--- src/rtl/core/fmse_pkg.sv ---
`timescale 1ns / 1ps
// ----------------------------------------------------------------------------
// fmse_pkg
// Shared types, constants and tables of the two-operator fm synth engine.
// ----------------------------------------------------------------------------
package fmse_pkg;

  localparam int NUM_CHANNELS = 9;
  localparam int NUM_OPS      = 18;
  localparam int SINE_ENTRIES = 1024;
  localparam int QUEUE_DEPTH  = 4;
  localparam int QPTR_W       = $clog2(QUEUE_DEPTH);

  localparam logic [21:0] MASTER_CLOCK      = 22'd3579545;
  localparam logic [16:0] SAMPLE_RATE_RESET = 17'd44100;
  localparam logic [14:0] FULL_SCALE        = 15'd32767;
  localparam logic [7:0]  ADDR_WAVE_EN      = 8'h01;

  localparam int DIV_DIVIDEND_W = 34;
  localparam int DIV_DIVISOR_W  = 25;
  localparam int DIV_CNT_W      = $clog2(DIV_DIVIDEND_W);

  typedef logic [4:0] op_idx_t;
  typedef logic [3:0] ch_idx_t;

  typedef enum logic [1:0] {
    CMD_TICK,
    CMD_WAVE_EN,
    CMD_OP,
    CMD_CH
  } cmd_kind_t;

  typedef enum logic [2:0] {
    SUB_CHAR,
    SUB_LEVEL,
    SUB_AD,
    SUB_SR,
    SUB_WAVE,
    SUB_FNUM,
    SUB_KEY,
    SUB_FBCON
  } cmd_sub_t;

  typedef struct packed {
    cmd_kind_t  kind;
    cmd_sub_t   sub;
    op_idx_t    slot;
    ch_idx_t    chan;
    logic [7:0] value;
  } cmd_t;

  typedef enum logic [2:0] {
    ENV_IDLE,
    ENV_ATTACK,
    ENV_DECAY,
    ENV_SUSTAIN,
    ENV_RELEASE
  } env_state_t;

  typedef struct packed {
    logic                      start;
    logic [DIV_DIVIDEND_W-1:0] dividend;
    logic [DIV_DIVISOR_W-1:0]  divisor;
  } div_req_t;

  typedef struct packed {
    logic                      busy;
    logic                      done;
    logic [DIV_DIVIDEND_W-1:0] quotient;
  } div_rsp_t;

  typedef logic signed [15:0] sine_tbl_t [SINE_ENTRIES];
  typedef logic [14:0]        amp_tbl_t [64];
  typedef logic [14:0]        sus_tbl_t [16];

  // rotation by about 1/1024 of a turn per entry, rounded each step
  function automatic sine_tbl_t gen_sine();
    sine_tbl_t t;
    int s, c, s2, c2;
    s = 0;
    c = 32767;
    for (int i = 0; i < SINE_ENTRIES; i++) begin
      s2 = (s * 32766 + c * 201 + 16383) / 32767;
      c2 = (c * 32766 - s * 201 + 16383) / 32767;
      t[i] = 16'(s);
      s = s2;
      c = c2;
    end
    return t;
  endfunction

  function automatic amp_tbl_t gen_amp();
    amp_tbl_t t;
    int oct, frac, hi, lo;
    for (int i = 0; i < 64; i++) begin
      oct  = i / 8;
      frac = i % 8;
      hi   = 32767 >> oct;
      lo   = 32767 >> (oct + 1);
      t[i] = (i >= 63) ? 15'd0 : 15'(hi - ((hi - lo) * frac) / 8);
    end
    return t;
  endfunction

  function automatic sus_tbl_t gen_sus();
    sus_tbl_t t;
    for (int i = 0; i < 16; i++) begin
      t[i] = 15'(((15 - i) * 32767) / 15);
    end
    return t;
  endfunction

  function automatic logic [4:0] mult_x2(input logic [3:0] m);
    logic [4:0] r;
    unique case (m)
      4'd0:  r = 5'd1;
      4'd1:  r = 5'd2;
      4'd2:  r = 5'd4;
      4'd3:  r = 5'd6;
      4'd4:  r = 5'd8;
      4'd5:  r = 5'd10;
      4'd6:  r = 5'd12;
      4'd7:  r = 5'd14;
      4'd8:  r = 5'd16;
      4'd9:  r = 5'd18;
      4'd10: r = 5'd20;
      4'd11: r = 5'd20;
      4'd12: r = 5'd24;
      4'd13: r = 5'd24;
      default: r = 5'd30;
    endcase
    return r;
  endfunction

  function automatic ch_idx_t chan_of_slot(input op_idx_t s);
    ch_idx_t c;
    unique case (s)
      5'd0, 5'd3:   c = 4'd0;
      5'd1, 5'd4:   c = 4'd1;
      5'd2, 5'd5:   c = 4'd2;
      5'd6, 5'd9:   c = 4'd3;
      5'd7, 5'd10:  c = 4'd4;
      5'd8, 5'd11:  c = 4'd5;
      5'd12, 5'd15: c = 4'd6;
      5'd13, 5'd16: c = 4'd7;
      default:      c = 4'd8;
    endcase
    return c;
  endfunction

  function automatic op_idx_t mod_of_chan(input ch_idx_t c);
    op_idx_t s;
    unique case (c)
      4'd0: s = 5'd0;
      4'd1: s = 5'd1;
      4'd2: s = 5'd2;
      4'd3: s = 5'd6;
      4'd4: s = 5'd7;
      4'd5: s = 5'd8;
      4'd6: s = 5'd12;
      4'd7: s = 5'd13;
      default: s = 5'd14;
    endcase
    return s;
  endfunction

  function automatic op_idx_t car_of_chan(input ch_idx_t c);
    return op_idx_t'(mod_of_chan(c) + 5'd3);
  endfunction

  // signed divide by 32767 toward zero, |x| below 2^30
  function automatic logic signed [15:0] div_fs(input logic signed [31:0] x);
    logic [31:0] neg;
    logic [30:0] mag;
    logic [15:0] q;
    logic [16:0] r;
    neg = 32'(-x);
    mag = x[31] ? neg[30:0] : x[30:0];
    q   = {1'b0, mag[29:15]};
    r   = {2'b00, mag[14:0]} + {1'b0, q};
    if (r >= 17'd32767) begin
      q = q + 16'd1;
    end
    return x[31] ? 16'(-$signed(q)) : $signed(q);
  endfunction

endpackage

--- src/rtl/core/fmse_div.sv ---
`timescale 1ns / 1ps
// ----------------------------------------------------------------------------
// fmse_div
// Restoring unsigned divider, one quotient bit per cycle.
// ----------------------------------------------------------------------------
module fmse_div (
  input  logic               clk,
  input  logic               rst,
  input  fmse_pkg::div_req_t req,
  output fmse_pkg::div_rsp_t rsp
);

  logic                                busy, done;
  logic [fmse_pkg::DIV_CNT_W-1:0]      cnt;
  logic [fmse_pkg::DIV_DIVISOR_W-1:0]  rem, dsr;
  logic [fmse_pkg::DIV_DIVIDEND_W-1:0] quo;
  logic [fmse_pkg::DIV_DIVISOR_W:0]    trial;
  logic                                fits;

  assign trial = {rem, quo[fmse_pkg::DIV_DIVIDEND_W-1]};
  assign fits  = trial >= {1'b0, dsr};

  assign rsp.busy     = busy;
  assign rsp.done     = done;
  assign rsp.quotient = quo;

  always_ff @(posedge clk) begin
    if (rst) begin
      busy <= 1'b0;
      done <= 1'b0;
      cnt  <= '0;
    end else begin
      done <= 1'b0;
      if (req.start && !busy) begin
        busy <= 1'b1;
        cnt  <= '0;
        rem  <= '0;
        quo  <= req.dividend;
        dsr  <= req.divisor;
      end else if (busy) begin
        rem <= fits ? fmse_pkg::DIV_DIVISOR_W'(trial - {1'b0, dsr})
                    : trial[fmse_pkg::DIV_DIVISOR_W-1:0];
        quo <= {quo[fmse_pkg::DIV_DIVIDEND_W-2:0], fits};
        cnt <= cnt + 1'b1;
        if (cnt == fmse_pkg::DIV_CNT_W'(fmse_pkg::DIV_DIVIDEND_W - 1)) begin
          busy <= 1'b0;
          done <= 1'b1;
        end
      end
    end
  end

endmodule

--- config.mk ---
export PLATFORM = sky130hd
export DESIGN_NAME = fmse_div
export DESIGN_NICKNAME = d
export VERILOG_FILES = /design/src/rtl/core/fmse_pkg.sv /design/src/rtl/core/fmse_div.sv
export SDC_FILE = /design/constraint.sdc
export NUM_CORES = 1
export LEC_CHECK = 0
export ABC_AREA = 1
export BUFFER_PORTS_ARGS = -buffer_cell sky130_fd_sc_hd__buf_2
export CAP_MARGIN = 20
export CORE_ASPECT_RATIO = 0.6
export CORE_MARGIN = 2
export CORE_UTILIZATION = 57
export DETAILED_ROUTE_END_ITERATION = 8
export MAX_ROUTING_LAYER = met4
export PLACE_DENSITY = 0.81
export SLEW_MARGIN = 20
export SYNTH_ARGS = -nofsm -noshare
export SYNTH_HDL_FRONTEND = slang
export SYNTH_SLANG_ARGS = --single-unit
export TNS_END_PERCENT = 50
--- constraint.sdc ---
create_clock -name clk -period 5.3 [get_ports clk]
set_input_delay 0.795 -clock clk [delete_from_list [all_inputs] [get_ports clk]]
set_output_delay 0.795 -clock clk [all_outputs]
set_load 0.02 [all_outputs]
Yosys cells after proc, flatten, opt, wreduce, memory -nomap -nowiden
Index checks and enable logic that the tools add are counted.
- logic and storage cells: 27
- bits in registers: 92
- output and inout bits: 36
- reductions and logical operators: 7
- add/subtract/negate cells: 2
- magnitude comparators: 1
- multiplexer cells: 8
- equal/unequal tests: 1
- bitwise gates (word level): 2
- operator list (operator ; count):
    two-way mux 34 bit ; 2
    two-way mux 25 bit ; 2
    greater-or-equal comparator 26 x 25 -> 1 bit ; 1
    subtractor 25 bit ; 1
    adder 6 x 1 -> 6 bit (second input constant) ; 1
    equality test 6 bit (second input constant) ; 1
    two-way mux 1 bit ; 4
    AND reduction 2 bit ; 2
    OR reduction 3 bit ; 1
    NOT 1 bit ; 2
    nonzero test 2 bit ; 1
    OR reduction 2 bit ; 1
    logical AND 1 bit ; 1
    logical NOT 1 bit ; 1

Logic depth before layout (Yosys ltp)
- word-level depth: 4
- gate-level depth with buffers: 15

Least setup slack after synthesis
Ideal clock, no wire load.
- kind: input -> register
- from: in req[59] (netlist bit)
- to: reg quo[0] (netlist bit) (enable)
- setup slack: 1.041 ns
- library setup time: 0.498 ns
- arrival time: 3.762 ns
- path buffers: 0
- required time: 4.802 ns
- stages: 2
- cells stage by stage: inv_1 a21oi_1
- cells in the longest elaborated chain, start to end: 3
- RTL lines (element ; RTL line ; RTL):
    from (decl) ; fmse_div.sv:9 ; input fmse_pkg::div_req_t req,
    logical AND 1 bit ; fmse_div.sv:34 ; if (req.start && !busy) begin
    nonzero test 2 bit (no source line) ; n/a ;
    AND reduction 2 bit (no source line) ; n/a ;
    to (signal assigned) ; fmse_div.sv:38 ; quo <= req.dividend;
    to (signal assigned) ; fmse_div.sv:43 ; quo <= {quo[fmse_pkg::DIV_DIVIDEND_W-2:0], fits};
    to (decl) ; fmse_div.sv:16 ; logic [fmse_pkg::DIV_DIVIDEND_W-1:0] quo;
Every way passes these cells.
A chain may end at the register's enable or synchronous reset.

Worst setup path after layout
- from: in req[59] (netlist bit)
- to: reg rem[23] (netlist bit), data pin
- cells in the longest elaborated chain, start to end: 1
- RTL lines (element ; RTL line ; RTL):
    logical AND 1 bit ; fmse_div.sv:34 ;
    to (signal assigned) ; fmse_div.sv:41 ; rem <= fits ? fmse_pkg::DIV_DIVISOR_W'(trial - {1'b0, dsr})
    to (decl) ; fmse_div.sv:15 ; logic [fmse_pkg::DIV_DIVISOR_W-1:0] rem, dsr;
Every way passes these cells.

==> results.md <==
- Post-CTS resize count: 0
- Clk pwr share: 28.8%
- Multiplexer share of the synthesized area: 0%
- Layout cell share with drive strength beyond 1: 17.4%
- CTS Buf Count: 9
- IR drop worst, VDD: 166 uV
- Worst-path clk slew: 0.07 ns
- Slew HR: 48.1%
- Synth area leader: edfxtp_1
- CTS Sinks: 92
- Pint: 1.39 mW
- Grt ovf: 0
- Initial antenna violation count: 0
- Async S/R FF share, synth: 0%
- Hold Vio Cnt, Final: 0
- Maximum clock frequency: 0.342 GHz
- CP endpoint: rem[23]
- Compound-cell area share of the yosys netlist: 1.70%
- Routed Wire Length: 13,800 um
- Die Y: 82.7 um
- Root buf cell: clkbuf_16
- Synth Area in Adders: 6.08%
- Worst flop-to-flop path startpoint: quo[33]
- Initial DRC Count: 515
- Final worst path period share: 55.2%
- Ranking of synthesized cells by area: edfxtp_1, nand2_1, inv_1
- Fill cells: 844
- Reg2reg end: rem[23]
- Tmin final: 2.92 ns
- First drt pass iteration count: 5
- Critical path class: primary input to register
- Via density: 5.01
- Mean Syn Cell Area: 7.45 um2
- Largest family of logic cells by synthesized area: simple AND/OR/NAND/NOR gates
- Number of inserted diodes: 0
- Post-detail-place hpwl: 10,300 um
- CP endpoint kind: register
- CTS tree: yes
- Final Instance Area: 6770 um2
- Share of the synthesized area in the top cell type: 42.8%
- Warnings, synthesis: 0
- Die Width: 135 um
- TNS Setup: 0 ns
- Slew @ Worst Pin: 0.774 ns
- Post-synthesis cell count: 790
- P_leak: 3.57 nW
- Net count after synthesis: 880
- Worst endpoint data arrival time: 3.03 ns
- Sequential Power Share: 43.4%
- Post-Route Skew: 0.00795 ns
- # setup viols final: 0
- Slew Viols, Final: 0
- Post-CTS Setup Repair Bufs: 0
- Via Count: 5,140
- Global-route wire length before repair: 21,500 um
- Comb pwr share: 27.9%
- R2R cell count: 12
- Crit Path Max Fanout: 38
- Post-synth EDFFs: 84
- R2R setup slack: 2.50 ns
- Clock Tree Buf Depth: 2
- Final nets: 975
- Cts hold-fix bufs: 0
- Post-synthesis instance area: 5890 um2
- Die area: 11,200 um2
- Gpl congestion: 1.02
- Max Cap Violations: 0
- Switch Pwr: 0.694 mW
- Top_reg_cell synth: edfxtp_1
- RSZ-0062 raised after global routing: false
- Initial Util: 59.2%
- Gr usage total: 26.3%
- Port-buffer cells: 97
- CP startpoint kind: primary input
- Yosys cell types: 33
- Worst slack, placed: 2.04 ns
- DRC: 0
- I/O Pins: 98
- WP data required: 5.40 ns
- Sequential share of the synthesized area: 45.5%
- Synth Area in Simple Gates: 34.9%
- H-Tree Depth: 3
- CP startpoint: req[59]
- Vias in the first global route: 4,397
- Antenna Violating Nets Remaining: 0
- Status: completed
- Routed len/inst: 13.4 um
- Rows: 28
- Area grow syn2layout: 14.9%
- Final Util: 68.0%
- Core Area: 9950 um2
- Fin Hold WS: 0.502 ns
- Clk_lat worst skew: 0.34 ns
- PnR worst setup slack: 2.38 ns
- Pwr dens: 307 nW/um2
- Largest net degree at the start of global routing: 60
- XOR/XNOR Fraction of Synth Area: 1.34%
- Switch share: 33.3%
- Min-Delay Path Class: register to register
- #FFs+latches synth: 92
- Dpl cell area: 6490 um2
==> kinds of logic (layout without fill, tap and decap cells) <==
family	count (synthesis)	in the layout
adders and majority gates	28	28
and+or+nand+nor	488	488
DFF	92	92
AOI/OAI and AO/OA	19	19
buffers and inverters	154	254
xor gates and xnor gates	9	9
==> state kept, by name (all words and copies together), names as in the netlist <==
name  count
busy      1
done      1
rem      25
cnt       6
quo      34
dsr      25
==> worst min path at each step <==
stage           start     end  slack, ns  cells after the start
3_5_place_dp   cnt[5]  cnt[5]       0.49                      2
2_1_floorplan  cnt[5]    done       0.46                      2
6_report       cnt[5]  cnt[5]       0.50                      2
4_1_cts        cnt[5]  cnt[5]       0.50                      2
3_3_place_gp   cnt[5]  cnt[5]       0.48                      2
5_1_grt        cnt[1]  cnt[1]       0.54                      2
==> power groups by stage <==
stage	Sequential, mW	Combinational (mW)	Clock, mW
3_3_place_gp	0.916	0.555	0
6_report	0.902	0.580	0.599
3_5_place_dp	0.916	0.567	0
4_1_cts	0.902	0.570	0.608
2_1_floorplan	0.936	0.402	0
5_1_grt	0.908	0.653	0.642
==> cell type report <==
cell class,count,area (um2),area share (%)
Timing Repair Buffer,101,515,7.62
Tap cell,135,169,2.50
Clock buffer,10,229,3.38
Inverter,137,514,7.60
Clock inverter,6,47.5,0.702
Multi-Input combinational cell,544,2610,38.6
Sequential cell,92,2680,39.6
==> stage by stage <==
| step | power (mW) | cells |
|---|---|---|
| after floorplan | 1.34 | 790 |
| final | 2.08 | 1025 |
| after global placement | 1.47 | 1009 |
| after detailed placement | 1.48 | 1009 |
| after global routing | 2.20 | 1025 |
| after CTS | 2.08 | 1025 |
==> layout by cell type (no fill, tap or decap), types with 6 or more instances in the layout <==
cell type  count
xnor2_1        8
clkbuf_16      9
nand3b_1       6
buf_2         97
nand2_1      340
a21oi_1       15
nand4_1       11
dfxtp_1        8
ha_1          27
edfxtp_1      84
inv_1        133
nand3_1       26
nor2_2        15
nor2_1        62
nand2_2        9
==> cell usage after synthesis, types with 2 or more instances <==
cell,instances
a21oi_1,16
buf_1,3
buf_2,2
buf_4,2
clkbuf_1,8
dfxtp_1,8
edfxtp_1,84
ha_1,27
inv_1,134
inv_2,3
nand2_1,340
nand2_2,9
nand3_1,26
nand3b_1,6
nand4_1,11
nor2_1,64
nor2_2,13
nor2_4,5
nor3_1,4
nor3b_1,2
o21bai_1,2
or2_2,3
xnor2_1,8
==> routing by layer <==
metal / wire [um] / vias up / GRT usage (%) / part of all wire, %
met5: 0 / - / - / 0
met4: 62 / 0 / 5.00 / 0.45
met3: 1280 / 5 / 5.68 / 9.3
met1: 7110 / 2316 / 42.0 / 52
li1: - / 2626 / - / -
met2: 5310 / 193 / 33.4 / 39
==> worst max-delay path, stage by stage <==
cell	delay (ns)
buf_2	0.07
inv_1	0.07
nor2_2	0.08
buf_4	0.34
clkinv_1	0.72
buf_4	0.52
nand2_2	0.21
nand2_1	0.08
nand2_1	0.07
inv_1	0.05
Power figures use the tool's default switching activity.
