File: src/rtl/core/fmse_pkg.sv
`timescale 1ns / 1ps
// ----------------------------------------------------------------------------
// fmse_pkg
// Shared types, constants and tables of the two-operator fm synth engine.
// ----------------------------------------------------------------------------
package fmse_pkg;

  localparam int NUM_CHANNELS = 9;
  localparam int NUM_OPS      = 18;
  localparam int SINE_ENTRIES = 1024;
  localparam int QUEUE_DEPTH  = 4;
  localparam int QPTR_W       = $clog2(QUEUE_DEPTH);

  localparam logic [21:0] MASTER_CLOCK      = 22'd3579545;
  localparam logic [16:0] SAMPLE_RATE_RESET = 17'd44100;
  localparam logic [14:0] FULL_SCALE        = 15'd32767;
  localparam logic [7:0]  ADDR_WAVE_EN      = 8'h01;

  localparam int DIV_DIVIDEND_W = 34;
  localparam int DIV_DIVISOR_W  = 25;
  localparam int DIV_CNT_W      = $clog2(DIV_DIVIDEND_W);

  typedef logic [4:0] op_idx_t;
  typedef logic [3:0] ch_idx_t;

  typedef enum logic [1:0] {
    CMD_TICK,
    CMD_WAVE_EN,
    CMD_OP,
    CMD_CH
  } cmd_kind_t;

  typedef enum logic [2:0] {
    SUB_CHAR,
    SUB_LEVEL,
    SUB_AD,
    SUB_SR,
    SUB_WAVE,
    SUB_FNUM,
    SUB_KEY,
    SUB_FBCON
  } cmd_sub_t;

  typedef struct packed {
    cmd_kind_t  kind;
    cmd_sub_t   sub;
    op_idx_t    slot;
    ch_idx_t    chan;
    logic [7:0] value;
  } cmd_t;

  typedef enum logic [2:0] {
    ENV_IDLE,
    ENV_ATTACK,
    ENV_DECAY,
    ENV_SUSTAIN,
    ENV_RELEASE
  } env_state_t;

  typedef struct packed {
    logic                      start;
    logic [DIV_DIVIDEND_W-1:0] dividend;
    logic [DIV_DIVISOR_W-1:0]  divisor;
  } div_req_t;

  typedef struct packed {
    logic                      busy;
    logic                      done;
    logic [DIV_DIVIDEND_W-1:0] quotient;
  } div_rsp_t;

  typedef logic signed [15:0] sine_tbl_t [SINE_ENTRIES];
  typedef logic [14:0]        amp_tbl_t [64];
  typedef logic [14:0]        sus_tbl_t [16];

  // rotation by about 1/1024 of a turn per entry, rounded each step
  function automatic sine_tbl_t gen_sine();
    sine_tbl_t t;
    int s, c, s2, c2;
    s = 0;
    c = 32767;
    for (int i = 0; i < SINE_ENTRIES; i++) begin
      s2 = (s * 32766 + c * 201 + 16383) / 32767;
      c2 = (c * 32766 - s * 201 + 16383) / 32767;
      t[i] = 16'(s);
      s = s2;
      c = c2;
    end
    return t;
  endfunction

  function automatic amp_tbl_t gen_amp();
    amp_tbl_t t;
    int oct, frac, hi, lo;
    for (int i = 0; i < 64; i++) begin
      oct  = i / 8;
      frac = i % 8;
      hi   = 32767 >> oct;
      lo   = 32767 >> (oct + 1);
      t[i] = (i >= 63) ? 15'd0 : 15'(hi - ((hi - lo) * frac) / 8);
    end
    return t;
  endfunction

  function automatic sus_tbl_t gen_sus();
    sus_tbl_t t;
    for (int i = 0; i < 16; i++) begin
      t[i] = 15'(((15 - i) * 32767) / 15);
    end
    return t;
  endfunction

  function automatic logic [4:0] mult_x2(input logic [3:0] m);
    logic [4:0] r;
    unique case (m)
      4'd0:  r = 5'd1;
      4'd1:  r = 5'd2;
      4'd2:  r = 5'd4;
      4'd3:  r = 5'd6;
      4'd4:  r = 5'd8;
      4'd5:  r = 5'd10;
      4'd6:  r = 5'd12;
      4'd7:  r = 5'd14;
      4'd8:  r = 5'd16;
      4'd9:  r = 5'd18;
      4'd10: r = 5'd20;
      4'd11: r = 5'd20;
      4'd12: r = 5'd24;
      4'd13: r = 5'd24;
      default: r = 5'd30;
    endcase
    return r;
  endfunction

  function automatic ch_idx_t chan_of_slot(input op_idx_t s);
    ch_idx_t c;
    unique case (s)
      5'd0, 5'd3:   c = 4'd0;
      5'd1, 5'd4:   c = 4'd1;
      5'd2, 5'd5:   c = 4'd2;
      5'd6, 5'd9:   c = 4'd3;
      5'd7, 5'd10:  c = 4'd4;
      5'd8, 5'd11:  c = 4'd5;
      5'd12, 5'd15: c = 4'd6;
      5'd13, 5'd16: c = 4'd7;
      default:      c = 4'd8;
    endcase
    return c;
  endfunction

  function automatic op_idx_t mod_of_chan(input ch_idx_t c);
    op_idx_t s;
    unique case (c)
      4'd0: s = 5'd0;
      4'd1: s = 5'd1;
      4'd2: s = 5'd2;
      4'd3: s = 5'd6;
      4'd4: s = 5'd7;
      4'd5: s = 5'd8;
      4'd6: s = 5'd12;
      4'd7: s = 5'd13;
      default: s = 5'd14;
    endcase
    return s;
  endfunction

  function automatic op_idx_t car_of_chan(input ch_idx_t c);
    return op_idx_t'(mod_of_chan(c) + 5'd3);
  endfunction

  // signed divide by 32767 toward zero, |x| below 2^30
  function automatic logic signed [15:0] div_fs(input logic signed [31:0] x);
    logic [31:0] neg;
    logic [30:0] mag;
    logic [15:0] q;
    logic [16:0] r;
    neg = 32'(-x);
    mag = x[31] ? neg[30:0] : x[30:0];
    q   = {1'b0, mag[29:15]};
    r   = {2'b00, mag[14:0]} + {1'b0, q};
    if (r >= 17'd32767) begin
      q = q + 16'd1;
    end
    return x[31] ? 16'(-$signed(q)) : $signed(q);
  endfunction

endpackage

File: src/rtl/core/fmse_front.sv
`timescale 1ns / 1ps
// ----------------------------------------------------------------------------
// fmse_front
// Takes input words, decodes register addresses into commands and queues them.
// ----------------------------------------------------------------------------
module fmse_front (
  input  logic             clk,
  input  logic             rst,
  input  logic             in_valid,
  output logic             in_ready,
  input  logic             mode,
  input  logic [7:0]       reg_addr,
  input  logic [7:0]       reg_value,
  output logic             cmd_valid,
  input  logic             cmd_ready,
  output fmse_pkg::cmd_t   cmd
);

  fmse_pkg::cmd_t fifo [fmse_pkg::QUEUE_DEPTH];
  logic [fmse_pkg::QPTR_W-1:0] wr_ptr, rd_ptr;
  logic [fmse_pkg::QPTR_W:0]   count;

  fmse_pkg::cmd_t dec;
  logic           keep;
  logic [2:0]     grp;
  logic [4:0]     off5;
  logic           slot_ok;
  logic           push, pop;

  always_comb begin
    dec     = '0;
    keep    = 1'b0;
    slot_ok = 1'b0;
    grp     = reg_addr[7:5];
    off5    = reg_addr[4:0];
    dec.value = reg_value;
    if (off5 <= 5'd5) begin
      dec.slot = off5;
      slot_ok  = 1'b1;
    end else if (off5 >= 5'd8 && off5 <= 5'd13) begin
      dec.slot = off5 - 5'd2;
      slot_ok  = 1'b1;
    end else if (off5 >= 5'd16 && off5 <= 5'd21) begin
      dec.slot = off5 - 5'd4;
      slot_ok  = 1'b1;
    end
    dec.chan = reg_addr[3:0];
    if (mode) begin
      dec.kind = fmse_pkg::CMD_TICK;
      keep     = 1'b1;
    end else if (reg_addr == fmse_pkg::ADDR_WAVE_EN) begin
      dec.kind = fmse_pkg::CMD_WAVE_EN;
      keep     = 1'b1;
    end else if (grp inside {3'd1, 3'd2, 3'd3, 3'd4, 3'd7}) begin
      dec.kind = fmse_pkg::CMD_OP;
      unique case (grp)
        3'd1:    dec.sub = fmse_pkg::SUB_CHAR;
        3'd2:    dec.sub = fmse_pkg::SUB_LEVEL;
        3'd3:    dec.sub = fmse_pkg::SUB_AD;
        3'd4:    dec.sub = fmse_pkg::SUB_SR;
        default: dec.sub = fmse_pkg::SUB_WAVE;
      endcase
      keep = slot_ok &&
             (fmse_pkg::chan_of_slot(dec.slot) < 4'(fmse_pkg::NUM_CHANNELS));
    end else begin
      dec.kind = fmse_pkg::CMD_CH;
      keep     = reg_addr[3:0] < 4'(fmse_pkg::NUM_CHANNELS);
      unique case (reg_addr[7:4])
        4'hA:    dec.sub = fmse_pkg::SUB_FNUM;
        4'hB:    dec.sub = fmse_pkg::SUB_KEY;
        4'hC:    dec.sub = fmse_pkg::SUB_FBCON;
        default: keep = 1'b0;
      endcase
    end
  end

  assign in_ready  = count != (fmse_pkg::QPTR_W + 1)'(fmse_pkg::QUEUE_DEPTH);
  assign cmd_valid = count != '0;
  assign cmd       = fifo[rd_ptr];
  // unmapped writes are taken and dropped here
  assign push = in_valid && in_ready && keep;
  assign pop  = cmd_valid && cmd_ready;

  always_ff @(posedge clk) begin
    if (rst) begin
      wr_ptr <= '0;
      rd_ptr <= '0;
      count  <= '0;
    end else begin
      if (push) begin
        fifo[wr_ptr] <= dec;
        wr_ptr       <= wr_ptr + 1'b1;
      end
      if (pop) begin
        rd_ptr <= rd_ptr + 1'b1;
      end
      if (push && !pop) begin
        count <= count + 1'b1;
      end else if (pop && !push) begin
        count <= count - 1'b1;
      end
    end
  end

endmodule

File: config.mk
export PLATFORM = sky130hd
export DESIGN_NAME = fmse_front
export DESIGN_NICKNAME = d
export VERILOG_FILES = /design/src/rtl/core/fmse_pkg.sv /design/src/rtl/core/fmse_front.sv
export SDC_FILE = /design/constraint.sdc
export NUM_CORES = 1
export LEC_CHECK = 0
export ABC_AREA = 1
export BUFFER_PORTS_ARGS = -buffer_cell sky130_fd_sc_hd__buf_2
export CAP_MARGIN = 15
export CORE_UTILIZATION = 53
export CTS_CLUSTER_SIZE = 8
export DETAILED_ROUTE_END_ITERATION = 10
export GPL_TIMING_DRIVEN = 0
export MAX_ROUTING_LAYER = met4
export PLACE_DENSITY = 0.76
export SLEW_MARGIN = 20
export SYNTH_ARGS = -nofsm -noshare
export SYNTH_HDL_FRONTEND = slang
export SYNTH_SLANG_ARGS = --single-unit
File: constraint.sdc
create_clock -name clk -period 2.9 [get_ports clk]
set_input_delay 0.145 -clock clk [delete_from_list [all_inputs] [get_ports clk]]
set_output_delay 0.145 -clock clk [all_outputs]
set_load 0.02 [all_outputs]
### After elaboration in Yosys (flattened, before gate mapping)

Memory sizes are Yosys's and may differ from the RTL's. A register that Yosys moved wholly into a read port is not among the register bits.
Index checks and enable logic that the tools add are counted.

* logic and storage cells: 69
* output and inout port bits: 24
* flip-flop bits (word level): 7
* memory bits (writable): 88
* memories: 2
* input bits: 21
* bits in read-only memories: 128

Memories
* (no name shown): depth 32, width 4, rd ports 1, clocked after Yosys merged registers in 0, write ports 0, line fmse_pkg.sv:137 `unique case (s)`
* fifo: depth 4, width 22, rd ports 1, clocked after Yosys merged registers in 1, write ports 1, line fmse_front.sv:19 `fmse_pkg::cmd_t fifo [fmse_pkg::QUEUE_DEPTH];`

* reductions and logical operators: 14
* $add $sub $neg: 6
* equality and inequality tests: 10
* mux-type cells: 27
* order comparisons: 7

Operator list (count)
* two-way mux 4 bit: 4
* two-way mux 5 bit: 3
* equality test 4 bit, second input constant: 3
* two-way mux 3 bit: 4
* case mux 3 bit (4 select lines): 1
* two-way mux 1 bit: 10
* case mux 3 bit (3 select lines): 1
* equality test 8 x 1 -> 1 bit, second input constant: 1
* logical AND 1 bit: 8
* less-than comparator 4 bit, second input constant: 2
* two-way mux 2 bit: 4
* equality test 3 x 2 -> 1 bit, second input constant: 2
* equality test 3 bit, second input constant: 2
* greater-or-equal comparator 5 x 4 -> 1 bit, second input constant: 1
* greater-or-equal comparator 5 bit, second input constant: 1
* <= comparator 5 x 3 -> 1 bit, second input constant: 1
* <= comparator 5 x 4 -> 1 bit, second input constant: 1
* <= comparator 5 bit, second input constant: 1
* nonzero test 5 bit: 1
* subtractor 5 x 2 -> 5 bit, second input constant: 1
* subtractor 5 x 3 -> 5 bit, second input constant: 1
* adder 2 x 1 -> 2 bit, second input constant: 2
* adder 3 x 1 -> 3 bit, second input constant: 1
* equality test 3 x 1 -> 1 bit, second input constant: 1
* 6 further kinds: 7

### Depth between registers and ports, before layout

Gate-level depths: netlist of run 1.
An unclocked memory read counts as a cell.

* depth after elaboration: 19
* gate-level depth with buffers: 25
* depth with buffers taken out: 25

### Worst setup path after synthesis of run 1

Ideal clock, no wire load.

* kind: input to register
* start: input reg_addr[2]
* end: memory fifo[2][0] in the netlist's numbering, enable pin
* arrival: 2.578 ns
* path buffers: 0
* required time: 2.502 ns
* stages: 17
* setup slack: -0.076 ns
* setup time: 0.398 ns
* path through: inv_1 -> ha_1 -> nand3_1 -> nand2_1 -> nand3_2 -> nor3_1 -> a21oi_1 -> inv_1 -> ha_1 -> inv_1 -> o21ai_0 -> nor2_2 -> nand2_2 -> nand2_2 -> nand2_4 -> nand2_4 -> nor3_2

RTL lines
* start, declared: line fmse_front.sv:12 `input logic [7:0] reg_addr,`
* end, declared: line fmse_front.sv:19

==> impl_results.md, run 1 <==
- Outcome: complete, no violations
- Die W: 91.7 µm
- Async set-reset flop share out of synthesis: 0
- Antenna viol nets, final: 0
- Met2 routed WL: 4280 µm
- Final Max Tran Viols: 0
- Total CTS buffers: 9
- Max Clock Freq: 362 MHz
- Max Used Layer: met4
- Wl on met1: 3710 µm
- Diode count: 0
- DPL Wire Length: 5770 µm
- Minimum clock period: 2.76 ns
- CP max FO: 14
- Ports: 45
- Bufs and invs on worst path: 4
- Lkg Pwr: 1.89 nW
- Final global-route overflow total: 0
- Share of cells above drive strength 1: 0.231
- Die area: 8410 µm²
- Kind of critical path: input port to register
- Wire length on met3: 473 µm
- P&R area growth vs syn: 17.3%
- Post-Syn Instances: 368
- Pwr/cell area: 711 nW/µm²
- Iter 0 DRT Violations: 193
- Critical Path Start Type: input port
- GPL Wtd Cong: 0.840
- Cell Chain, Critical Path: clkbuf_4 -> ha_2 -> clkinvlp_4 -> nand2_1 -> nand3_2 -> nand3_4 -> nand2_2 -> nand2_1 -> inv_2 -> ha_1 -> o21ai_2 -> nor2_2 -> nand2_2 -> nand2_2 -> nand2_4 -> nand2_4 -> nor3_4 -> buf_6
- Syn Std Cell Area: 4270 µm²
- Worst vdd rail ir drop: 0.000288 V
- Worst Tran Pin Value: 0.791 ns
- Synth cell types: 29
- Post-Route WL: 8520 µm
- Ys flop type: edfxtp_1
- Family with the most delay on the worst path: simple AND/OR/NAND/NOR gates
- Pin count of the biggest net entering global routing: 16
- Number of synthesized flops with an enable pin: 88
- Via count: 2933
- Std-Cell Rows: 32
- Clk_lat worst skew: 0.34 ns
- Max-Cap Viols: 0
- Deepest clock path buffer count: 2
- Final hold slack: 0.0150 ns
- Placement Cell Area: 4700 µm²
- CTS root buf: clkbuf_8
- Flop and latch count out of synthesis: 97
- Filler Cell Count: 586
- H-Tree Depth: 3
- Slowest-stage cell, CP: nor3_4
- DR WL/cell: 15.7 µm
- CP Data Arrival Time: 2.82 ns
- Core Util, Final: 0.644
- Max-Slew Margin vs Limit: 0.471
- Critical Path RT: 2.96 ns
- # clock sinks: 97
- Syn Nets: 405
- CTS tree: done
- First-pass GRT wire length: 13800 µm
- Fin crit share: 0.953
- DRC Markers: 0
- Antenna violations before repair: 0
- Total Nets Final: 473
- Clock-pin transition on the worst setup and hold timing paths: 0.09 ns
- Worst Skew: 0.00760 ns
- Avg Synthesized Cell Area: 11.6 µm²
- Final setup viols: 0
- YS warnings: 0
- Die H: 91.7 µm
- Slowest cell delay on critical path: 0.62 ns
- Core area: 7770 µm²
- Seq/Total Area, Yosys: 0.662
- RSZ-0062 raised after global routing: true
- Gr usage total: 0.223
- Worst Setup End Kind: register
- First-pass iteration count of the detailed router: 4
- Vias in the first global route: 2882
- Final hold vios: 0
- DR vias/cell: 5.40
- Hold WC Path Type: input port to register
- Input/output buffers: 44
- Fin area: 5000 µm²
- Initial Utilization: 0.549
- Most frequent CP cell: nand2_2
## cell usage after synthesis (2+ instances only)
library cell / number / area share
nor3_2: 4 / 0.0094
nor2_2: 5 / 0.0073
nand2_1: 23 / 0.020
clkbuf_1: 12 / 0.011
nand3_2: 3 / 0.0070
a21oi_1: 10 / 0.012
o22ai_1: 22 / 0.032
xor2_1: 2 / 0.0041
edfxtp_1: 88 / 0.62
ha_1: 15 / 0.044
o21ai_0: 52 / 0.061
nand2_4: 3 / 0.0079
dfxtp_1: 9 / 0.042
nor3_1: 3 / 0.0035
nand2_2: 5 / 0.0073
nor2_1: 57 / 0.050
nand4_1: 2 / 0.0029
inv_2: 7 / 0.0062
inv_1: 27 / 0.024
o21ai_1: 3 / 0.0035
nand3_1: 8 / 0.0094
## final cells by class
cell class | instances | area [µm²] | area share
inverter | 35 | 138 | 0.0275
timing repair buffer | 57 | 370 | 0.0740
clock buffer | 9 | 124 | 0.0248
sequential | 97 | 2820 | 0.564
multi-input combinational | 223 | 1310 | 0.262
tap | 102 | 128 | 0.0255
buffer | 13 | 48.8 | 0.00975
clock inverter | 7 | 61.3 | 0.0122
## repair_timing
action                                  in CTS  in global routing
buffers inserted                             0                  2
resized for setup                            4                 13
hold endpoints to repair                    16                  7
hold buffers                                 4                  3
pin swaps                                    0                  1
endpoints found under the setup margin      11                 52
## worst paths after layout
kind                start  depth (start not counted)  slack [ns]    endpoint
max           reg_addr[2]                         18        0.14  fifo[3][4]
min          reg_value[3]                          1        0.02  fifo[0][3]
max reg2reg      count[0]                          6        0.75  fifo[3][4]
min reg2reg     rd_ptr[1]                          2        0.48   rd_ptr[1]
## through the flow
step | worst slack, ns | instances | power [mW] | setup TNS (ns)
4_1_cts | 0.00727 | 538 | 3.55 | 0
3_3_place_gp | -1.14 | 514 | 2.68 | -96.55
3_5_place_dp | -0.591 | 518 | 2.74 | -27.17
6_report | 0.136 | 543 | 3.56 | 0
2_1_floorplan | -0.0758 | 368 | 2.37 | -6.66
5_1_grt | -0.0726 | 543 | 3.72 | -0.150
## power breakdown
| group | switching, mW | internal, mW | leakage, nW |
|---|---|---|---|
| sequential | 0.0458 | 1.62 | 0.876 |
| clock | 0.428 | 0.390 | 0.0978 |
| combinational | 0.735 | 0.336 | 0.915 |
## placed cells by master, fill, tap and decap left out, types with 3 or more instances in the layout
cell type	instances
o21ai_1	5
nand2_2	6
clkbuf_1	12
inv_1	24
buf_8	3
dlygate4sd3_1	7
nand2_4	3
a21oi_1	9
nand2_1	22
buf_2	42
nor2_1	57
nand3_1	8
edfxtp_1	88
o22ai_1	22
dfxtp_1	9
nor3_4	4
ha_1	14
inv_2	9
o21ai_0	49
clkbuf_8	9
clkinv_2	3
nor2_2	5
## flip-flops by register name (all words and copies together), names as in the netlist, named ones only
| register | flops |
|---|---|
| fifo | 88 |
| count | 3 |
| rd_ptr | 2 |
| wr_ptr | 2 |
## layer usage
layer  vias to the layer above  global-route usage
li1                       1434                   -
met1                      1407               0.269
met2                        88               0.379
met3                         4              0.0406
met4                         0              0.0755
met5                         -                   -
## logic make-up (layout without fill, tap and decap cells)
| kind of cell | count (synthesis) | in the layout | synth area share |
|---|---|---|---|
| and+or+nand+nor | 114 | 114 | 0.127 |
| DFF | 97 | 97 | 0.662 |
| AOI/OAI and AO/OA | 91 | 91 | 0.116 |
| buffers and inverters | 48 | 121 | 0.0431 |
| adders and majority gates | 16 | 16 | 0.0487 |
| xor gates and xnor gates | 2 | 2 | 0.00411 |
No activity file was read; power rests on OpenSTA's default activity.
==> run 2, diff against run 1 <==
--- a/config.mk
+++ b/config.mk
@@ -8,12 +8,15 @@
 export ABC_AREA = 1
 export BUFFER_PORTS_ARGS = -buffer_cell sky130_fd_sc_hd__buf_2
 export CAP_MARGIN = 15
-export CORE_UTILIZATION = 53
+export CELL_PAD_IN_SITES_DETAIL_PLACEMENT = 0
+export CELL_PAD_IN_SITES_GLOBAL_PLACEMENT = 2
+export CORE_ASPECT_RATIO = 0.6
+export CORE_UTILIZATION = 35
 export CTS_CLUSTER_SIZE = 8
 export DETAILED_ROUTE_END_ITERATION = 10
 export GPL_TIMING_DRIVEN = 0
 export MAX_ROUTING_LAYER = met4
-export PLACE_DENSITY = 0.76
+export PLACE_DENSITY_LB_ADDON = 0.1
 export SLEW_MARGIN = 20
 export SYNTH_ARGS = -nofsm -noshare
 export SYNTH_HDL_FRONTEND = slang
==> impl_results.md, run 2 (synthesized netlist as in run 1, its figures left out) <==
- Fin crit share: 0.939 (was 0.953)
- Lkg Pwr: 1.93 nW (was 1.89 nW)
- Hold path start: reg_value[2] (was reg_value[3])
- Reg-to-reg endpoint: count[2] (was fifo[3][4])
- DPL Wire Length: 6720 µm (was 5770 µm)
- Commonest non-fill, non-tap cell in the layout: edfxtp_1 (unchanged)
- Ports: 45 (unchanged)
- First-pass iteration count of the detailed router: 4 (unchanged)
- Vias in the first global route: 2734 (was 2882)
- Worst Tran Pin Value: 0.679 ns (was 0.791 ns)
- Total CTS buffers: 9 (unchanged)
- H-Tree Depth: 3 (unchanged)
- Pwr Total: 3.87 mW (was 3.56 mW)
- Via count: 2892 (was 2933)
- Diode count: 0 (unchanged)
- Total Nets Final: 473 (unchanged)
- CP Data Arrival Time: 2.95 ns (was 2.82 ns)
- # clock sinks: 97 (unchanged)
- Input/output buffers: 44 (unchanged)
- Worst Hold End: fifo[0][2] (was fifo[0][3])
- Max reg flops: 88 (unchanged)
- Cells after DPL: 578 (was 518)
- First-pass GRT wire length: 15300 µm (was 13800 µm)
- Most frequent cells in the layout: edfxtp_1 (88), nor2_1 (57), o21ai_0 (49), buf_2 (41), inv_1 (23) (was edfxtp_1 (88), nor2_1 (57), o21ai_0 (49), buf_2 (42), inv_1 (24))
- DR WL/cell: 16.1 µm (was 15.7 µm)
- Wire length on met3: 390 µm (was 473 µm)
- Gr usage total: 0.174 (was 0.223)
- Hold Path Stages: 1 (unchanged)
- Final hold vios: 0 (unchanged)
- Iter 0 DRT Violations: 111 (was 193)
- GPL Wtd Cong: 0.736 (was 0.840)
- Final setup viols: 0 (unchanged)
- DRC Markers: 0 (unchanged)
- Top Registers: fifo (88), count (3) (unchanged)
- Initial Utilization: 0.368 (was 0.549)
- Worst R2R Start: count[0] (unchanged)
- Worst vdd rail ir drop: 0.000293 V (was 0.000288 V)
- Hold WC Path Type: input port to register (unchanged)
- Die area: 12700 µm² (was 8410 µm²)
- Clock-pin transition on the worst setup and hold timing paths: 0.07 ns (was 0.09 ns)
- Largest reg by FF count: fifo (unchanged)
- Pwr/cell area: 742 nW/µm² (was 711 nW/µm²)
- Final Max Tran Viols: 0 (unchanged)
- Minimum clock period: 2.72 ns (was 2.76 ns)
- Std-Cell Rows: 30 (was 32)
- Max Used Layer: met4 (unchanged)
- Worst Setup End Kind: register (unchanged)
- Die W: 145 µm (was 91.7 µm)
- Deepest clock path buffer count: 2 (unchanged)
- Max-Cap Viols: 0 (unchanged)
- Wl on met1: 5180 µm (was 3710 µm)
- Final global-route overflow total: 0 (unchanged)
- Antenna viol nets, final: 0 (unchanged)
- Post-Route WL: 9690 µm (was 8520 µm)
- Final non-filler cell total: 601 (was 543)
- Critical Path Start Type: input port (unchanged)
- Met2 routed WL: 4080 µm (was 4280 µm)
- Outcome: complete, no violations (unchanged)
- Kind of critical path: input port to register (unchanged)
- Core area: 11600 µm² (was 7770 µm²)
- CTS tree: done (unchanged)
- Max-Slew Margin vs Limit: 0.546 (was 0.471)
- Antenna violations before repair: 0 (unchanged)
- Clk_lat worst skew: 0.34 ns (about the same)
- DR vias/cell: 4.81 (was 5.40)
- CP max FO: 9 (was 14)
- Setup TNS: 0 ns (unchanged)
- Critical Path RT: 3.13 ns (was 2.96 ns)
- P&R area growth vs syn: 22.3% (was 17.3%)
- Flop2flop setup slack: 0.80 ns (was 0.75 ns)
- Worst Skew: 0.00949 ns (was 0.00760 ns)
- Pin count of the biggest net entering global routing: 18 (was 16)
- Die H: 87.5 µm (was 91.7 µm)
- Share of cells above drive strength 1: 0.268 (was 0.231)
- Max Clock Freq: 367 MHz (was 362 MHz)
- Register-to-Register Path Depth: 12 (was 6)
- CTS root buf: clkbuf_16 (was clkbuf_8)
-- run 2: worst max-delay path: stages --
cell and delay, ns:
buf_4 0.17, inv_4 0.06, ha_2 0.18, nand3_1 0.09
nand2_2 0.11, nand3_4 0.09, nor3_2 0.20, a21oi_2 0.07
inv_2 0.07, ha_1 0.13, inv_1 0.04, o21ai_2 0.13
nor2_2 0.05, nand2_2 0.07, nand2_2 0.06, nand2_4 0.11
nand2_8 0.09, inv_2 0.07, ha_2 0.18, inv_2 0.06
fa_2 0.37, a21oi_2 0.14, o21ai_2 0.08, o21ai_1 0.13
a21oi_1 0.05
-- run 2: stage by stage --
step / setup slack (ns) / hold WS [ns] / utilization / area (µm²)
floorplan: -0.0758 / 0.217 / - / 4270
finish: 0.178 / 0.0249 / 0.450 / 5220
CTS: 0.00169 / 0.0133 / 0.439 / 5090
global placement: -1.44 / 0.359 / 0.404 / 4690
global route: -0.0155 / 0.0144 / 0.450 / 5220
detailed placement: -0.628 / 0.366 / 0.414 / 4800
-- run 2: where the power goes --
| group | internal (mW) | switching (mW) |
|---|---|---|
| Combinational | 0.349 | 0.767 |
| Sequential | 1.62 | 0.0398 |
| Clock | 0.588 | 0.504 |
-- run 2: worst max-delay path by stage --
stage	start	endpoint	slack (ns)	cells after the start
global route	reg_addr[2]	count[2]	-0.02	25
CTS	reg_addr[1]	count[2]	0.002	25
floorplan	reg_addr[2]	fifo[2][0]	-0.08	17
global placement	reg_addr[1]	fifo[3][14]	-1.44	19
finish	reg_addr[2]	count[2]	0.18	25
detailed placement	reg_addr[1]	count[2]	-0.63	26
-- run 2: what timing repair did --
action | CTS | global route
pin swaps | 0 | 10
gates resized for setup | 5 | 25
buffers inserted | 1 | 6
endpoints found under the setup margin | 33 | 33
hold buffers | 0 | 0
-- run 2: layout make-up --
class                   instances  area (µm²)
flip-flops and latches         97        2820
plain buffers                  13        48.8
well taps                     160         200
repair buffers                 57         379
multi-input cells             223        1350
inverters                      35         138
fillers                      1097        6380
clock buffers                   9         225
clock inverters                 7        52.6
-- run 2: routing by layer --
layer / GRT usage / vias to the layer above
li1: - / 1448
met1: 0.261 / 1386
met2: 0.231 / 56
met3: 0.0363 / 2
met4: 0.0517 / 0
met5: - / -
==> run 3, diff against run 2 <==
--- a/config.mk
+++ b/config.mk
@@ -11,7 +11,7 @@
 export CELL_PAD_IN_SITES_DETAIL_PLACEMENT = 0
 export CELL_PAD_IN_SITES_GLOBAL_PLACEMENT = 2
 export CORE_ASPECT_RATIO = 0.6
-export CORE_UTILIZATION = 35
+export CORE_UTILIZATION = 39
 export CTS_CLUSTER_SIZE = 8
 export DETAILED_ROUTE_END_ITERATION = 10
 export GPL_TIMING_DRIVEN = 0
==> constraint.sdc (replaced) <==
create_clock -name clk -period 2.6 [get_ports clk]
set_input_delay 0.13 -clock clk [delete_from_list [all_inputs] [get_ports clk]]
set_output_delay 0.13 -clock clk [all_outputs]
set_load 0.02 [all_outputs]
==> impl_results.md, run 3 (synthesized netlist as in run 1, its figures left out) <==
- Kind of critical path: input port to register (unchanged)
- H-Tree Depth: 3 (unchanged)
- Flop2flop setup slack: 0.59 ns (was 0.80 ns)
- Top Registers: fifo (88), count (3) (unchanged)
- Die area: 11400 µm² (was 12700 µm²)
- Hold Path Stages: 1 (unchanged)
- Worst R2R Start: count[0] (unchanged)
- Minimum clock period: 2.51 ns
- DPL Wire Length: 6510 µm (was 6720 µm)
- Final hold vios: 0 (unchanged)
- Placement Cell Area: 4860 µm² (was 4800 µm²)
- Pin count of the biggest net entering global routing: 17 (was 18)
- Total Nets Final: 475 (was 473)
- Comb pwr share: 0.279 (was 0.288)
- Die W: 137 µm (was 145 µm)
- First-pass iteration count of the detailed router: 5 (was 4)
- Antenna viol nets, final: 0 (unchanged)
- Worst Skew: 0.00650 ns (was 0.00949 ns)
- Share of cells above drive strength 1: 0.273 (was 0.268)
- Filler Cell Count: 957 (was 1097)
- Reg-to-reg endpoint: count[2] (unchanged)
- Clock share of power: 0.310 (was 0.282)
- Lkg Pwr: 1.97 nW (was 1.93 nW)
- Fin crit share: 0.964
- Max-Slew Margin vs Limit: 0.564 (was 0.546)
- Max Clock Freq: 399 MHz
- Antenna violations before repair: 0 (unchanged)
- DRC Markers: 0 (unchanged)
- Post-Route WL: 9440 µm (was 9690 µm)
- Ports: 45 (unchanged)
- DR WL/cell: 16.2 µm (was 16.1 µm)
- Sw Share: 0.321 (was 0.339)
- Register-to-Register Path Depth: 12 (unchanged)
- Max-Cap Viols: 0 (unchanged)
- Initial Utilization: 0.403 (was 0.368)
- Via count: 2846 (was 2892)
- Max reg flops: 88 (unchanged)
- Hold WC Path Type: input port to register (unchanged)
- Core area: 10600 µm² (was 11600 µm²)
- CP max FO: 11 (was 9)
- Hold path start: reg_value[5] (was reg_value[2])
- Diode count: 0 (unchanged)
- Clock-pin transition on the worst setup and hold timing paths: 0.07 ns (about the same)
- Critical Path RT: 2.83 ns (was 3.13 ns)
- Critical Path Start Type: input port (unchanged)
- Input/output buffers: 44 (unchanged)
- Worst Tran Pin Value: 0.651 ns (was 0.679 ns)
- Setup TNS: 0 ns (unchanged)
- Gr usage total: 0.185 (was 0.174)
- Pwr/cell area: 849 nW/µm² (was 742 nW/µm²)
- # clock sinks: 97 (unchanged)
- CTS tree: done (unchanged)
- Largest reg by FF count: fifo (unchanged)
- Int Pwr: 3.06 mW (was 2.56 mW)
- Die H: 83.0 µm (was 87.5 µm)
- DR vias/cell: 4.89 (was 4.81)
- Sw Pwr: 1.45 mW (was 1.31 mW)
- CTS root buf: clkbuf_16 (unchanged)
- Worst Setup End Kind: register (unchanged)
- Final Max Tran Viols: 0 (unchanged)
- Outcome: complete, no violations (unchanged)
- Worst vdd rail ir drop: 0.000390 V (was 0.000293 V)
- GPL Wtd Cong: 0.768 (was 0.736)
- Final hold slack: 0.0142 ns (was 0.0249 ns)
- Share of power burned in registers: 0.411 (was 0.430)
- First-pass GRT wire length: 14900 µm (was 15300 µm)
- CP Data Arrival Time: 2.74 ns (was 2.95 ns)
- Vias in the first global route: 2714 (was 2734)
- Commonest non-fill, non-tap cell in the layout: edfxtp_1 (unchanged)
- Final global-route overflow total: 0 (unchanged)
- Total CTS buffers: 9 (unchanged)
- Iter 0 DRT Violations: 165 (was 111)
- Final setup viols: 0 (unchanged)
- Most frequent cells in the layout: edfxtp_1 (88), nor2_1 (57), o21ai_0 (49), buf_2 (41), inv_1 (23) (unchanged)
- Std-Cell Rows: 29 (was 30)
- Deepest clock path buffer count: 2 (unchanged)
- P&R area growth vs syn: 24.6% (was 22.3%)
- RSZ-0062 raised after global routing: true
- Worst Hold End: fifo[1][5] (was fifo[0][2])
- Fin area: 5320 µm² (was 5220 µm²)
- Clk_lat worst skew: 0.34 ns (about the same)
run 3: area by class of cell:
type                       count  area, µm²  area share
buffer                        13       48.8     0.00918
clock buffer                  10        229      0.0431
multi-input combinational    223       1390       0.262
inverter                      35        155      0.0292
timing repair buffer          59        404      0.0760
tap                          139        174      0.0327
clock inverter                 6       91.3      0.0172
sequential                    97       2820       0.531
run 3: stage by stage:
step	util	cells	setup WS (ns)	total power [mW]
after floorplan	-	368	-0.0727	2.69
after global placement	0.451	551	-1.03	3.10
after detailed placement	0.459	557	-0.751	3.12
after CTS	0.495	576	0.0180	4.54
after global routing	0.502	582	-0.0780	4.75
final	0.502	582	0.0926	4.51
run 3: power by group through the flow:
stage | clock (mW) | combinational, mW | sequential, mW
after floorplan | 0 | 0.813 | 1.88
after global placement | 0 | 1.21 | 1.89
after detailed placement | 0 | 1.23 | 1.89
after CTS | 1.43 | 1.25 | 1.85
after global routing | 1.49 | 1.40 | 1.86
final | 1.40 | 1.26 | 1.85
run 3: worst max path at each step:
stage,start,cells past startpoint,slack [ns],end
5_1_grt,reg_addr[1],26,-0.08,count[2]
3_3_place_gp,reg_addr[1],19,-1.03,fifo[0][7]
4_1_cts,reg_addr[2],24,0.02,count[2]
3_5_place_dp,reg_addr[1],20,-0.75,fifo[2][8]
6_report,reg_addr[1],26,0.09,count[2]
2_1_floorplan,reg_addr[1],25,-0.07,count[2]
run 3: critical path, stage by stage:
cell and delay (ns):
buf_16 0.13, inv_12 0.04, ha_4 0.14, nand2_2 0.06
nand2_1 0.07, nand3_2 0.10, nand3_4 0.11, nor3_4 0.13
a21oi_2 0.06, inv_2 0.08, ha_2 0.16, inv_1 0.04
o21ai_2 0.13, nor2_2 0.05, nand2_2 0.05, nand2_2 0.05
nand2_4 0.10, nand2_8 0.09, inv_4 0.07, ha_4 0.13
inv_4 0.04, fa_2 0.37, a21oi_2 0.14, o21ai_2 0.07
o21ai_1 0.12, a21oi_1 0.05
run 3: what timing repair did:
item                       4_1_cts  5_1_grt
setup endpoints to repair       86       44
pin swaps                        3        1
hold endpoints to repair         3        0
setup buffers                    2        6
gates resized for setup         14        5
hold buffers                     1        0
run 3: routing by layer:
layer	up-vias	routed length [µm]	track usage	share of wire
li1	1448	-	-	-
met1	1325	4860	0.271	0.51
met2	73	4040	0.253	0.43
met3	0	537	0.0452	0.057
met4	0	0	0.0519	0
met5	-	0	-	0
